--- src/design/imadec_pkg.sv ---
// shared types, tables and constants of the ima adpcm nibble decoder
`timescale 1ns / 1ps

package imadec_pkg;

   // configuration register indexes
   localparam int unsigned REG_STEREO_MODE = 0;

   // highest legal step index
   localparam logic [6:0] IDX_MAX = 7'd88;

   // queue sizes between front and back, and at the result side
   localparam int unsigned QUEUE_DEPTH = 4;
   localparam int unsigned QPTR_W      = $clog2(QUEUE_DEPTH);
   localparam int unsigned QCNT_W      = QPTR_W + 1;

   // step index adjustment, chosen by the low three bits of a nibble
   localparam logic signed [4:0] IDX_ADJ [0:7] = '{
      -5'sd1, -5'sd1, -5'sd1, -5'sd1, 5'sd2, 5'sd4, 5'sd6, 5'sd8
   };

   // step size table, one entry per step index
   localparam logic [14:0] STEP_TAB [0:88] = '{
      15'd7,     15'd8,     15'd9,     15'd10,    15'd11,
      15'd12,    15'd13,    15'd14,    15'd16,    15'd17,
      15'd19,    15'd21,    15'd23,    15'd25,    15'd28,
      15'd31,    15'd34,    15'd37,    15'd41,    15'd45,
      15'd50,    15'd55,    15'd60,    15'd66,    15'd73,
      15'd80,    15'd88,    15'd97,    15'd107,   15'd118,
      15'd130,   15'd143,   15'd157,   15'd173,   15'd190,
      15'd209,   15'd230,   15'd253,   15'd279,   15'd307,
      15'd337,   15'd371,   15'd408,   15'd449,   15'd494,
      15'd544,   15'd598,   15'd658,   15'd724,   15'd796,
      15'd876,   15'd963,   15'd1060,  15'd1166,  15'd1282,
      15'd1411,  15'd1552,  15'd1707,  15'd1878,  15'd2066,
      15'd2272,  15'd2499,  15'd2749,  15'd3024,  15'd3327,
      15'd3660,  15'd4026,  15'd4428,  15'd4871,  15'd5358,
      15'd5894,  15'd6484,  15'd7132,  15'd7845,  15'd8630,
      15'd9493,  15'd10442, 15'd11487, 15'd12635, 15'd13899,
      15'd15289, 15'd16818, 15'd18500, 15'd20350, 15'd22385,
      15'd24623, 15'd27086, 15'd29794, 15'd32767
   };

   // one nibble operation from the front to the back
   typedef struct packed {
      logic       restart;
      logic [3:0] nibble;
      logic       chan;
      logic       last_of_pair;
      logic       end_of_block;
   } op_type;

   // one decoded result transaction
   typedef struct packed {
      logic signed [15:0] sample;
      logic               channel;
      logic               last_of_pair;
      logic               end_of_block;
   } rsp_type;

endpackage

--- src/design/imadec_front.sv ---
// front end: takes request transactions and splits them into nibble operations
`timescale 1ns / 1ps

module imadec_front
   import imadec_pkg::*;
(
   input  logic       clock,
   input  logic       reset,
   input  logic       stereo_mode,
   input  logic       push,
   output logic       full,
   input  logic       req_action,
   input  logic [7:0] req_code_byte,
   input  logic       req_last_byte,
   output logic       op_valid,
   output op_type     op_out,
   input  logic       op_take
);

   // holding stage for the accepted transaction
   logic              hold_valid_ff, hold_valid_in;
   logic              hold_action_ff, hold_action_in;
   logic [7:0]        hold_byte_ff, hold_byte_in;
   logic              hold_last_ff, hold_last_in;
   logic              phase_ff, phase_in;

   // operation queue towards the back end
   op_type            q_mem_ff [QUEUE_DEPTH];
   logic [QPTR_W-1:0] q_wr_ff, q_wr_in;
   logic [QPTR_W-1:0] q_rd_ff, q_rd_in;
   logic [QCNT_W-1:0] q_cnt_ff, q_cnt_in;

   logic   emit;
   logic   finishing;
   logic   accept;
   logic   q_pop;
   op_type new_op;

   // issue one operation per cycle while the queue has room
   always_comb begin
      emit      = hold_valid_ff && (q_cnt_ff < QCNT_W'(QUEUE_DEPTH));
      finishing = emit && (hold_action_ff || phase_ff);
      full      = hold_valid_ff && !finishing;
      accept    = push && !full;
      q_pop     = op_take && op_valid;
   end

   // classify: restart, low nibble or high nibble
   always_comb begin
      new_op.restart      = hold_action_ff;
      new_op.nibble       = phase_ff ? hold_byte_ff[7:4] : hold_byte_ff[3:0];
      new_op.chan         = phase_ff && stereo_mode;
      new_op.last_of_pair = phase_ff;
      new_op.end_of_block = phase_ff && hold_last_ff;
   end

   // next state of the holding stage
   always_comb begin
      hold_valid_in  = hold_valid_ff;
      hold_action_in = hold_action_ff;
      hold_byte_in   = hold_byte_ff;
      hold_last_in   = hold_last_ff;
      phase_in       = phase_ff;
      if (finishing) begin
         hold_valid_in = 1'b0;
         phase_in      = 1'b0;
      end else if (emit) begin
         phase_in = 1'b1;
      end
      if (accept) begin
         hold_valid_in  = 1'b1;
         hold_action_in = req_action;
         hold_byte_in   = req_code_byte;
         hold_last_in   = req_last_byte;
         phase_in       = 1'b0;
      end
   end

   // queue pointers
   always_comb begin
      q_wr_in  = emit ? q_wr_ff + 1'b1 : q_wr_ff;
      q_rd_in  = q_pop ? q_rd_ff + 1'b1 : q_rd_ff;
      q_cnt_in = q_cnt_ff;
      if (emit && !q_pop) begin
         q_cnt_in = q_cnt_ff + 1'b1;
      end else if (!emit && q_pop) begin
         q_cnt_in = q_cnt_ff - 1'b1;
      end
   end

   assign op_valid = (q_cnt_ff != '0);
   assign op_out   = q_mem_ff[q_rd_ff];

   // control registers
   always_ff @(posedge clock) begin
      if (reset) begin
         hold_valid_ff <= 1'b0;
         phase_ff      <= 1'b0;
         q_wr_ff       <= '0;
         q_rd_ff       <= '0;
         q_cnt_ff      <= '0;
      end else begin
         hold_valid_ff <= hold_valid_in;
         phase_ff      <= phase_in;
         q_wr_ff       <= q_wr_in;
         q_rd_ff       <= q_rd_in;
         q_cnt_ff      <= q_cnt_in;
      end
   end

   // payload registers
   always_ff @(posedge clock) begin
      hold_action_ff <= hold_action_in;
      hold_byte_ff   <= hold_byte_in;
      hold_last_ff   <= hold_last_in;
      if (emit) begin
         q_mem_ff[q_wr_ff] <= new_op;
      end
   end

   // a decode transaction issues its low nibble before it lets go
   a_low_then_high: assert property (@(posedge clock) disable iff (reset)
      (emit && !hold_action_ff && !phase_ff) |=> (hold_valid_ff && phase_ff))
      else $error("front released a byte after its low nibble");

   // queue fill never passes its depth
   a_queue_bound: assert property (@(posedge clock) disable iff (reset)
      q_cnt_ff <= QCNT_W'(QUEUE_DEPTH))
      else $error("operation queue overfilled");

endmodule

--- src/design/imadec_back.sv ---
// back end: decodes one nibble per cycle into a result queue that has room
`timescale 1ns / 1ps

module imadec_back
   import imadec_pkg::*;
(
   input  logic               clock,
   input  logic               reset,
   input  logic               op_valid,
   input  op_type             op_in,
   output logic               op_take,
   output logic               empty,
   input  logic               pop,
   output logic signed [15:0] rsp_sample,
   output logic               rsp_channel,
   output logic               rsp_last_of_pair,
   output logic               rsp_end_of_block
);

   // per channel decoder state
   logic signed [15:0] pred_ff [2];
   logic [6:0]         idx_ff [2];
   logic [14:0]        step_ff [2];

   // result queue
   rsp_type            r_mem_ff [QUEUE_DEPTH];
   logic [QPTR_W-1:0]  r_wr_ff, r_wr_in;
   logic [QPTR_W-1:0]  r_rd_ff, r_rd_in;
   logic [QCNT_W-1:0]  r_cnt_ff, r_cnt_in;

   logic               do_decode;
   logic               do_restart;
   logic               r_pop;
   logic signed [15:0] cur_pred;
   logic [6:0]         cur_idx;
   logic [14:0]        cur_step;
   logic signed [4:0]  adj;
   logic [7:0]         idx_sum;
   logic [6:0]         new_idx;
   logic [15:0]        delta;
   logic signed [17:0] pred_sum;
   logic signed [15:0] new_pred;
   rsp_type            new_rsp;

   // take an operation when the result queue has room
   always_comb begin
      op_take    = op_valid && (r_cnt_ff < QCNT_W'(QUEUE_DEPTH));
      do_restart = op_take && op_in.restart;
      do_decode  = op_take && !op_in.restart;
      r_pop      = pop && !empty;
   end

   // step index update and clamp
   always_comb begin
      cur_pred = pred_ff[op_in.chan];
      cur_idx  = idx_ff[op_in.chan];
      cur_step = step_ff[op_in.chan];
      adj      = IDX_ADJ[op_in.nibble[2:0]];
      idx_sum  = {1'b0, cur_idx} + {{3{adj[4]}}, adj};
      if (idx_sum[7]) begin
         new_idx = '0;
      end else if (idx_sum[6:0] > IDX_MAX) begin
         new_idx = IDX_MAX;
      end else begin
         new_idx = idx_sum[6:0];
      end
   end

   // delta from shifts of the old step, then saturating predictor add
   always_comb begin
      delta = 16'(cur_step >> 3);
      if (op_in.nibble[0]) delta = delta + 16'(cur_step >> 2);
      if (op_in.nibble[1]) delta = delta + 16'(cur_step >> 1);
      if (op_in.nibble[2]) delta = delta + 16'(cur_step);
      pred_sum = {{2{cur_pred[15]}}, cur_pred}
               + (op_in.nibble[3] ? -$signed({2'b00, delta}) : $signed({2'b00, delta}));
      if (!pred_sum[17] && (pred_sum[16:15] != 2'b00)) begin
         new_pred = 16'sh7FFF;
      end else if (pred_sum[17] && (pred_sum[16:15] != 2'b11)) begin
         new_pred = -16'sh8000;
      end else begin
         new_pred = pred_sum[15:0];
      end
   end

   always_comb begin
      new_rsp.sample       = new_pred;
      new_rsp.channel      = op_in.chan;
      new_rsp.last_of_pair = op_in.last_of_pair;
      new_rsp.end_of_block = op_in.end_of_block;
   end

   // decoder state: restart clears both channels
   always_ff @(posedge clock) begin
      if (reset || do_restart) begin
         for (int c = 0; c < 2; c++) begin
            pred_ff[c] <= '0;
            idx_ff[c]  <= '0;
            step_ff[c] <= STEP_TAB[0];
         end
      end else if (do_decode) begin
         pred_ff[op_in.chan] <= new_pred;
         idx_ff[op_in.chan]  <= new_idx;
         step_ff[op_in.chan] <= STEP_TAB[new_idx];
      end
   end

   // result queue pointers
   always_comb begin
      r_wr_in  = do_decode ? r_wr_ff + 1'b1 : r_wr_ff;
      r_rd_in  = r_pop ? r_rd_ff + 1'b1 : r_rd_ff;
      r_cnt_in = r_cnt_ff;
      if (do_decode && !r_pop) begin
         r_cnt_in = r_cnt_ff + 1'b1;
      end else if (!do_decode && r_pop) begin
         r_cnt_in = r_cnt_ff - 1'b1;
      end
   end

   always_ff @(posedge clock) begin
      if (reset) begin
         r_wr_ff  <= '0;
         r_rd_ff  <= '0;
         r_cnt_ff <= '0;
      end else begin
         r_wr_ff  <= r_wr_in;
         r_rd_ff  <= r_rd_in;
         r_cnt_ff <= r_cnt_in;
      end
   end

   always_ff @(posedge clock) begin
      if (do_decode) begin
         r_mem_ff[r_wr_ff] <= new_rsp;
      end
   end

   // result ports show the oldest waiting transaction
   assign empty            = (r_cnt_ff == '0);
   assign rsp_sample       = r_mem_ff[r_rd_ff].sample;
   assign rsp_channel      = r_mem_ff[r_rd_ff].channel;
   assign rsp_last_of_pair = r_mem_ff[r_rd_ff].last_of_pair;
   assign rsp_end_of_block = r_mem_ff[r_rd_ff].end_of_block;

   // stored step always matches the table at the stored index
   a_step_matches_idx: assert property (@(posedge clock) disable iff (reset)
      (step_ff[0] == STEP_TAB[idx_ff[0]]) && (step_ff[1] == STEP_TAB[idx_ff[1]]))
      else $error("step size out of step with step index");

   // restart leaves both channels at their cleared values and queues nothing
   a_restart_clears: assert property (@(posedge clock) disable iff (reset)
      do_restart |=> (pred_ff[0] == '0) && (pred_ff[1] == '0) && (idx_ff[0] == '0)
                     && (idx_ff[1] == '0) && (r_cnt_ff <= $past(r_cnt_ff)))
      else $error("restart did not clear decoder state");

endmodule

--- src/design/ima_adpcm_nibble_decoder.sv ---
// top level of the ima adpcm nibble decoder: register port, front and back
//
//   channel  | handshake            | payload
//   ---------+----------------------+---------------------------------------------
//   request  | push / full          | req_action, req_code_byte, req_last_byte
//   result   | pop / empty          | rsp_sample, rsp_channel, rsp_last_of_pair,
//            |                      | rsp_end_of_block
//   csr      | psel/penable/pready  | paddr, pwdata, prdata (stereo_mode at 0x0)
//
// a decode byte splits into a low then a high nibble operation; the front issues
// one per cycle, while the queue has room, to the back's single decode unit
// a result reaches the result ports through the holding stage and both queues
// synchronous active high reset clears both channel states and stereo_mode
// a stalled result side fills the result queue, then the operation queue,
// then raises full; no transaction is lost
`timescale 1ns / 1ps

module ima_adpcm_nibble_decoder
   import imadec_pkg::*;
(
   input  logic               clock,
   input  logic               reset,
   // request channel
   input  logic               push,
   output logic               full,
   input  logic               req_action,
   input  logic [7:0]         req_code_byte,
   input  logic               req_last_byte,
   // result channel
   output logic               empty,
   input  logic               pop,
   output logic signed [15:0] rsp_sample,
   output logic               rsp_channel,
   output logic               rsp_last_of_pair,
   output logic               rsp_end_of_block,
   // configuration port
   input  logic               psel,
   input  logic               penable,
   input  logic               pwrite,
   input  logic [2:0]         paddr,
   input  logic [31:0]        pwdata,
   output logic [31:0]        prdata,
   output logic               pready
);

   logic   stereo_ff;
   logic   csr_hit;
   logic   op_valid;
   logic   op_take;
   op_type op_bus;

   // register decode, word addressed
   assign pready  = 1'b1;
   assign csr_hit = (paddr[2] == 1'(REG_STEREO_MODE));

   always_ff @(posedge clock) begin
      if (reset) begin
         stereo_ff <= 1'b0;
      end else if (psel && penable && pwrite && pready && csr_hit) begin
         stereo_ff <= pwdata[0];
      end
   end

   assign prdata = csr_hit ? {31'd0, stereo_ff} : 32'd0;

   // front: accept and split transactions
   imadec_front u_front (
      .clock         (clock),
      .reset         (reset),
      .stereo_mode   (stereo_ff),
      .push          (push),
      .full          (full),
      .req_action    (req_action),
      .req_code_byte (req_code_byte),
      .req_last_byte (req_last_byte),
      .op_valid      (op_valid),
      .op_out        (op_bus),
      .op_take       (op_take)
   );

   // back: decode nibbles and queue results
   imadec_back u_back (
      .clock            (clock),
      .reset            (reset),
      .op_valid         (op_valid),
      .op_in            (op_bus),
      .op_take          (op_take),
      .empty            (empty),
      .pop              (pop),
      .rsp_sample       (rsp_sample),
      .rsp_channel      (rsp_channel),
      .rsp_last_of_pair (rsp_last_of_pair),
      .rsp_end_of_block (rsp_end_of_block)
   );

endmodule
--- config.mk ---
export PLATFORM = sky130hd
export DESIGN_NAME = ima_adpcm_nibble_decoder
export DESIGN_NICKNAME = d
export VERILOG_FILES = /design/src/design/imadec_pkg.sv /design/src/design/imadec_front.sv /design/src/design/imadec_back.sv /design/src/design/ima_adpcm_nibble_decoder.sv
export SDC_FILE = /design/constraint.sdc
export NUM_CORES = 1
export LEC_CHECK = 0
export BUFFER_PORTS_ARGS = -buffer_cell sky130_fd_sc_hd__buf_2
export CAP_MARGIN = 20
export CORE_ASPECT_RATIO = 0.75
export CORE_UTILIZATION = 45
export CTS_CLUSTER_DIAMETER = 80
export DETAILED_ROUTE_END_ITERATION = 10
export GPL_ROUTABILITY_DRIVEN = 0
export HOLD_SLACK_MARGIN = 0.05
export PLACE_DENSITY = 0.67
export SLEW_MARGIN = 20
export SYNTH_ARGS = -nofsm -noshare
export SYNTH_HDL_FRONTEND = slang
export SYNTH_HIERARCHICAL = 1
export SYNTH_SLANG_ARGS = --single-unit
--- constraint.sdc ---
create_clock -name clock -period 29.3 [get_ports clock]
set_input_delay 5.86 -clock clock [delete_from_list [all_inputs] [get_ports clock]]
set_output_delay 5.86 -clock clock [all_outputs]
set_load 0.05 [all_outputs]
==> Word-level counts from Yosys, hierarchy flattened <==
Memories as Yosys holds them, arrays and structs flattened. A register that Yosys moved wholly into a read port is not among the register bits.
Cells that the tools add are included.
{ "word_totals": {"wordCells": 124, "rom_bits": 1960, "out_inout_bits": 54, "n_memories": 7, "register_bits": 27, "inputBits": 52, "ram_bits": 184} }
{ "mem_list": {"columns": ["name", "words", "word_bits", "rd", "rd_ports_with_merged_regs", "wr", "line_no", "source"], "rows": [
  ["(no name shown)", 128, 15, 1, 0, 0, "imadec_back.sv:104", "step_ff[op_in.chan] <= STEP_TAB[new_idx];"],
  ["u_back.r_mem_ff", 4, 19, 1, 1, 1, "imadec_back.sv:26", "rsp_type r_mem_ff [QUEUE_DEPTH];"],
  ["(no name shown)", 8, 5, 1, 0, 0, "imadec_back.sv:58", "adj = IDX_ADJ[op_in.nibble[2:0]];"],
  ["u_back.pred_ff", 2, 16, 1, 0, 2, "imadec_back.sv:21", "logic signed [15:0] pred_ff [2];"],
  ["u_front.q_mem_ff", 4, 8, 1, 1, 1, "imadec_front.sv:28", "op_type q_mem_ff [QUEUE_DEPTH];"],
  ["u_back.step_ff", 2, 15, 1, 0, 2, "imadec_back.sv:23", "logic [14:0] step_ff [2];"],
  ["+1 memories", null, null, null, null, null, null, null]
]} }
{ "op_classes": {"order_cmp": 5, "n_addsub": 14, "n_eq_ne": 1, "bitwise_logic": 3, "mux": 41, "reduce_logical": 41} }
{ "ops": {"columns": ["operator", "count"], "rows": [
  ["16-bit 2-to-1 mux", 6],
  ["15-bit 2-to-1 mux", 3],
  ["7-bit 2-to-1 mux", 3],
  ["1-bit logical AND", 20],
  ["18-bit adder", 1],
  ["18-bit 2-to-1 mux", 1],
  ["16-bit negation with 18-bit output", 1],
  ["1-bit 2-to-1 mux", 17],
  ["16-bit by 14-bit adder with 16-bit output", 1],
  ["16-bit by 15-bit adder with 16-bit output", 1],
  ["16-bit OR reduction", 1],
  ["15-bit OR reduction", 1],
  ["12-bit by 13-bit adder with 14-bit output", 1],
  ["3-bit 2-to-1 mux", 4],
  ["5-bit 2-to-1 mux", 2],
  ["1-bit zero test", 9],
  ["2-bit by 1-bit adder with 2-bit output, second input constant", 4],
  ["7-bit by 8-bit adder with 8-bit output", 1],
  ["8-bit >= comparator, second input constant", 1],
  ["2-bit 2-to-1 mux", 4],
  ["7-bit NOT with 8-bit output", 1],
  ["2-bit nonzero test", 4],
  ["7-bit > comparator, second input constant", 1],
  ["7-bit OR reduction", 1],
  ["12 further kinds", 16]
]} }

==> Logic depth before layout (Yosys ltp) <==
An unclocked memory read counts as a cell.
{ "logic_depth": {"ltp_word": 15, "depth_mapped": 48, "ltp_nobuf": 39} }

==> Hierarchy <==
The synthesis kept the hierarchy.
{ "modules_own_cells": {"columns": ["mod", "area_each_um2", "seq_area_each_um2", "instances", "cells_each"], "rows": [
  ["imadec_back", 12869.8, 4744.6, 1, 1338],
  ["imadec_front", 2065.7, 1481.4, 1, 116],
  ["ima_adpcm_nibble_decoder", 309.0, 20.0, 1, 40]
]} }

==> Worst setup path after synthesis <==
Ideal clock, no wire load.
{ "synth_timing": {"kind": "input to output", "from": "in paddr[2]", "to": "out prdata[0]", "path_stages": 1, "n_path_buf": 0, "t_arrival_ns": 6.209, "required_time_ns": 23.440, "setup_slack_ns": 17.231, "path_cell_list": "and2b_2"} }
{ "synth_between": {"elab_chain_len": 1} }
{ "synth_lines": {"columns": ["item", "line_no", "source"], "rows": [
  ["from (decl)", "ima_adpcm_nibble_decoder.sv:40", "input logic [2:0] paddr,"],
  ["1-bit 2-to-1 mux", "ima_adpcm_nibble_decoder.sv:64", "assign prdata = csr_hit ? {31'd0, stereo_ff} : 32'd0;"],
  ["to (decl)", "ima_adpcm_nibble_decoder.sv:42", "output logic [31:0] prdata,"]
]} }
No other way between the ends.

==> Worst setup path after layout <==
Ends and elaborated chain as after synthesis.

==> impl_results.md <==
* Buffers added on ports at 40
* Setup Fix Bufs, Post-CTS at 0
* Overflow after GRT at 0
* Setup TNS at 0 ns
* Ranking of synthesized cells by area: edfxtp_1 (38%), ha_1 (7.4%), mux4_2 (4.0%), a21oi_1 (3.0%), mux2_2 (3.0%)
* Final Skew at 0.0100 ns
* Slew @ Worst Pin at 1.05 ns
* Worst-path maximum fanout at 2
* TritonCTS clock tree: done
* Cts repair resizes at 0
* Initial Util at 46.4%
* Final Setup Violations at 0
* Final hold vios at 0
* Die boundary width at between 200 and 250 microns
* Worst hold path class: flop to flop
* Clk_lat worst skew at 0.53 ns
* Hold Crit Start: u_back/r_wr_ff[1]
* CTS Buf Count at 23
* Via Count at 11843
* RSZ-0062 raised after global routing: no
* First-pass GRT wire length at around 60000 microns
* Layout cells sized above 1 at a little over an eighth
* Synthesized area at around 0.015 sq mm
* Yosys reg bits at 215
* Crit path DAT at 6.39 ns
* Final net count at 1629
* Biggest area consumer among synthesized cells: edfxtp_1
* Core footprint at 0.0329 sq mm
* Min-Delay Path Depth at 2
* H-tree levels at 1
* Routed WL per cell at approximately 19 microns
* Post-synthesis sequential area ratio at 41.0%
* Ant diodes at 0
* Crit end category: primary output
* Synth top area share at 38.2%
* Synth unique cells at 92
* Status: finished, final reports clean
* Maximum clock insertion buffer count at 3
* I/O Pins at about 110
* Post-synth top cells: edfxtp_1 (194), nor2_1 (114), nand2_1 (105)
* Fin cells at 1939
* Worst Path Required at 23.44 ns
* Vias in the first global route at 10909
* CTS sink count at 215
* Number of synthesized flops with an enable pin at between 150 and 200
* Root Driver: clkbuf_16
* Setup crit start: paddr[2]
* DP Cell Count at about 1900
* Largest net degree at the start of global routing at approximately 50
* Hold-fix buffers at CTS at 0
* Post-Syn Instances at 1494
* Final wirelength at 36800 microns
* Tot GR Track Use at 20.9%
* Final slew viol count at 0
* Fillcell total at 2932
* DIE AREA at roughly 0.035 sq mm
* Max_slew headroom at 29.8%
* Clock-pin slew on the worst setup and hold paths at 0.06 ns
* First-pass DRT Iterations at 7
* Ys async rst share at 0%
* Initial antenna violation count at 0
* P&R area growth vs syn at 7.49%
* Top FF cell, synth: edfxtp_1
* F_max at roughly 82 MHz
* Post-Syn Area per Cell at 10.2 sq um
* Die outline height at 161 microns
* Residual DRC at 0
* Vias/cell at 6.11
* DRT antenna net count at 0
* R2R cell count at 36
* Cell with the most instances after synthesis: edfxtp_1
* Max_cap viols at 0
* Period minus WS final at 12.25 ns
* Critical path type: primary input to primary output
* HPWL Detailed at 25700 microns
* Final period util at 41.8%
* First DRT Iteration DRCs at 1328
* Site Rows at 57
* Worst Setup Start Kind: primary input
* Yosys warning count at 6
-- cell type report --
class | count | area, sq um | area share, %
Sequential cell | 215 | 6250 | 38.1
Multi-Input combinational cell | 1139 | 8330 | 50.9
Clock buffer | 23 | 576 | 3.51
Tap cell | 442 | 553 | 3.38
Clock inverter | 19 | 201 | 1.23
Timing Repair Buffer | 52 | 290 | 1.77
Inverter | 49 | 186 | 1.14
-- cells by family (layout without fill, tap and decap cells) --
kind of cell | Yosys count | after routing | share of synthesized area, %
simple gates | 480 | 480 | 16.3
compound gates | 384 | 384 | 17.2
flops | 215 | 215 | 41.0
buf+inv | 170 | 143 | 5.34
fa+ha+maj | 97 | 97 | 8.31
mux | 89 | 89 | 8.56
xor+xnor | 57 | 57 | 3.27
other cells | 2 | 32 | 0.0493
-- worst max-delay path, cell delays in order --
cell and delay (ns):
buf_2 0.10, and2b_2 0.19, buf_2 0.25
-- per-stage QoR --
step	utilization, %	hold WS [ns]	setup slack [ns]	instance area (sq um)
finish	49.8	0.505	17.05	16400
global route	49.8	0.551	16.90	16400
CTS	49.8	0.504	17.04	16400
detailed placement	47.4	0.495	17.04	15600
global placement	47.4	0.486	17.05	15600
floorplan	-	0.455	17.23	15400
-- cell usage in the layout, fill, tap and decap left out, drive strengths merged, types with 10 or more instances in the layout --
master / instances
mux2: 46
mux2i: 16
dfxtp: 21
a311oi: 16
ha: 90
a21oi: 92
clkinv: 15
nand2: 105
o21ai: 77
edfxtp: 194
nand2b: 20
and3: 13
mux4: 27
clkbuf: 23
nor2b: 12
xnor2: 29
nor3: 40
o22ai: 13
o211ai: 16
nand4: 12
a31oi: 14
nand3: 33
o31ai: 11
or3: 15
a21o: 23
nor2: 114
a221oi: 10
o21a: 15
and2: 53
buf: 52
conb: 32
inv: 48
a211oi: 20
xor2: 28
-- metal layers --
metal  wire [microns]  vias to the layer above  global-route usage, %
met5                0                        -                      0
met4              677                        0                   4.42
met3             3000                       85                   3.86
met2            16100                      491                   32.1
met1            17000                     5702                   30.7
li1                 -                     5565                      -
-- registers in the layout, summed over array words and instances (netlist names), named ones only --
name / cells
u_front/q_cnt_ff: 3
u_back/r_cnt_ff: 3
u_back/r_mem_ff: 76
u_front/q_mem_ff: 32
u_front/hold_last_ff: 1
u_back/r_wr_ff: 2
stereo_ff: 1
u_front/hold_byte_ff: 8
u_back/step_ff: 30
u_front/phase_ff: 1
u_front/q_rd_ff: 2
u_back/r_rd_ff: 2
u_back/pred_ff: 32
u_front/hold_action_ff: 1
u_back/idx_ff: 14
u_front/hold_valid_ff: 1
u_front/q_wr_ff: 2
-- path summary, 6_finish.rpt --
| kind | end | slack [ns] |
|---|---|---|
| setup reg to reg | u_back/pred_ff[0][9] | 17.74 |
| setup / recovery | prdata[0] | 17.05 |
| hold reg to reg | u_back/r_wr_ff[1] | 0.50 |
| hold / removal | u_back/r_wr_ff[1] | 0.50 |
Power is left out: the tool's default activity adds up to more than one toggle a clock period on the data nets, which glitch-free logic cannot reach.
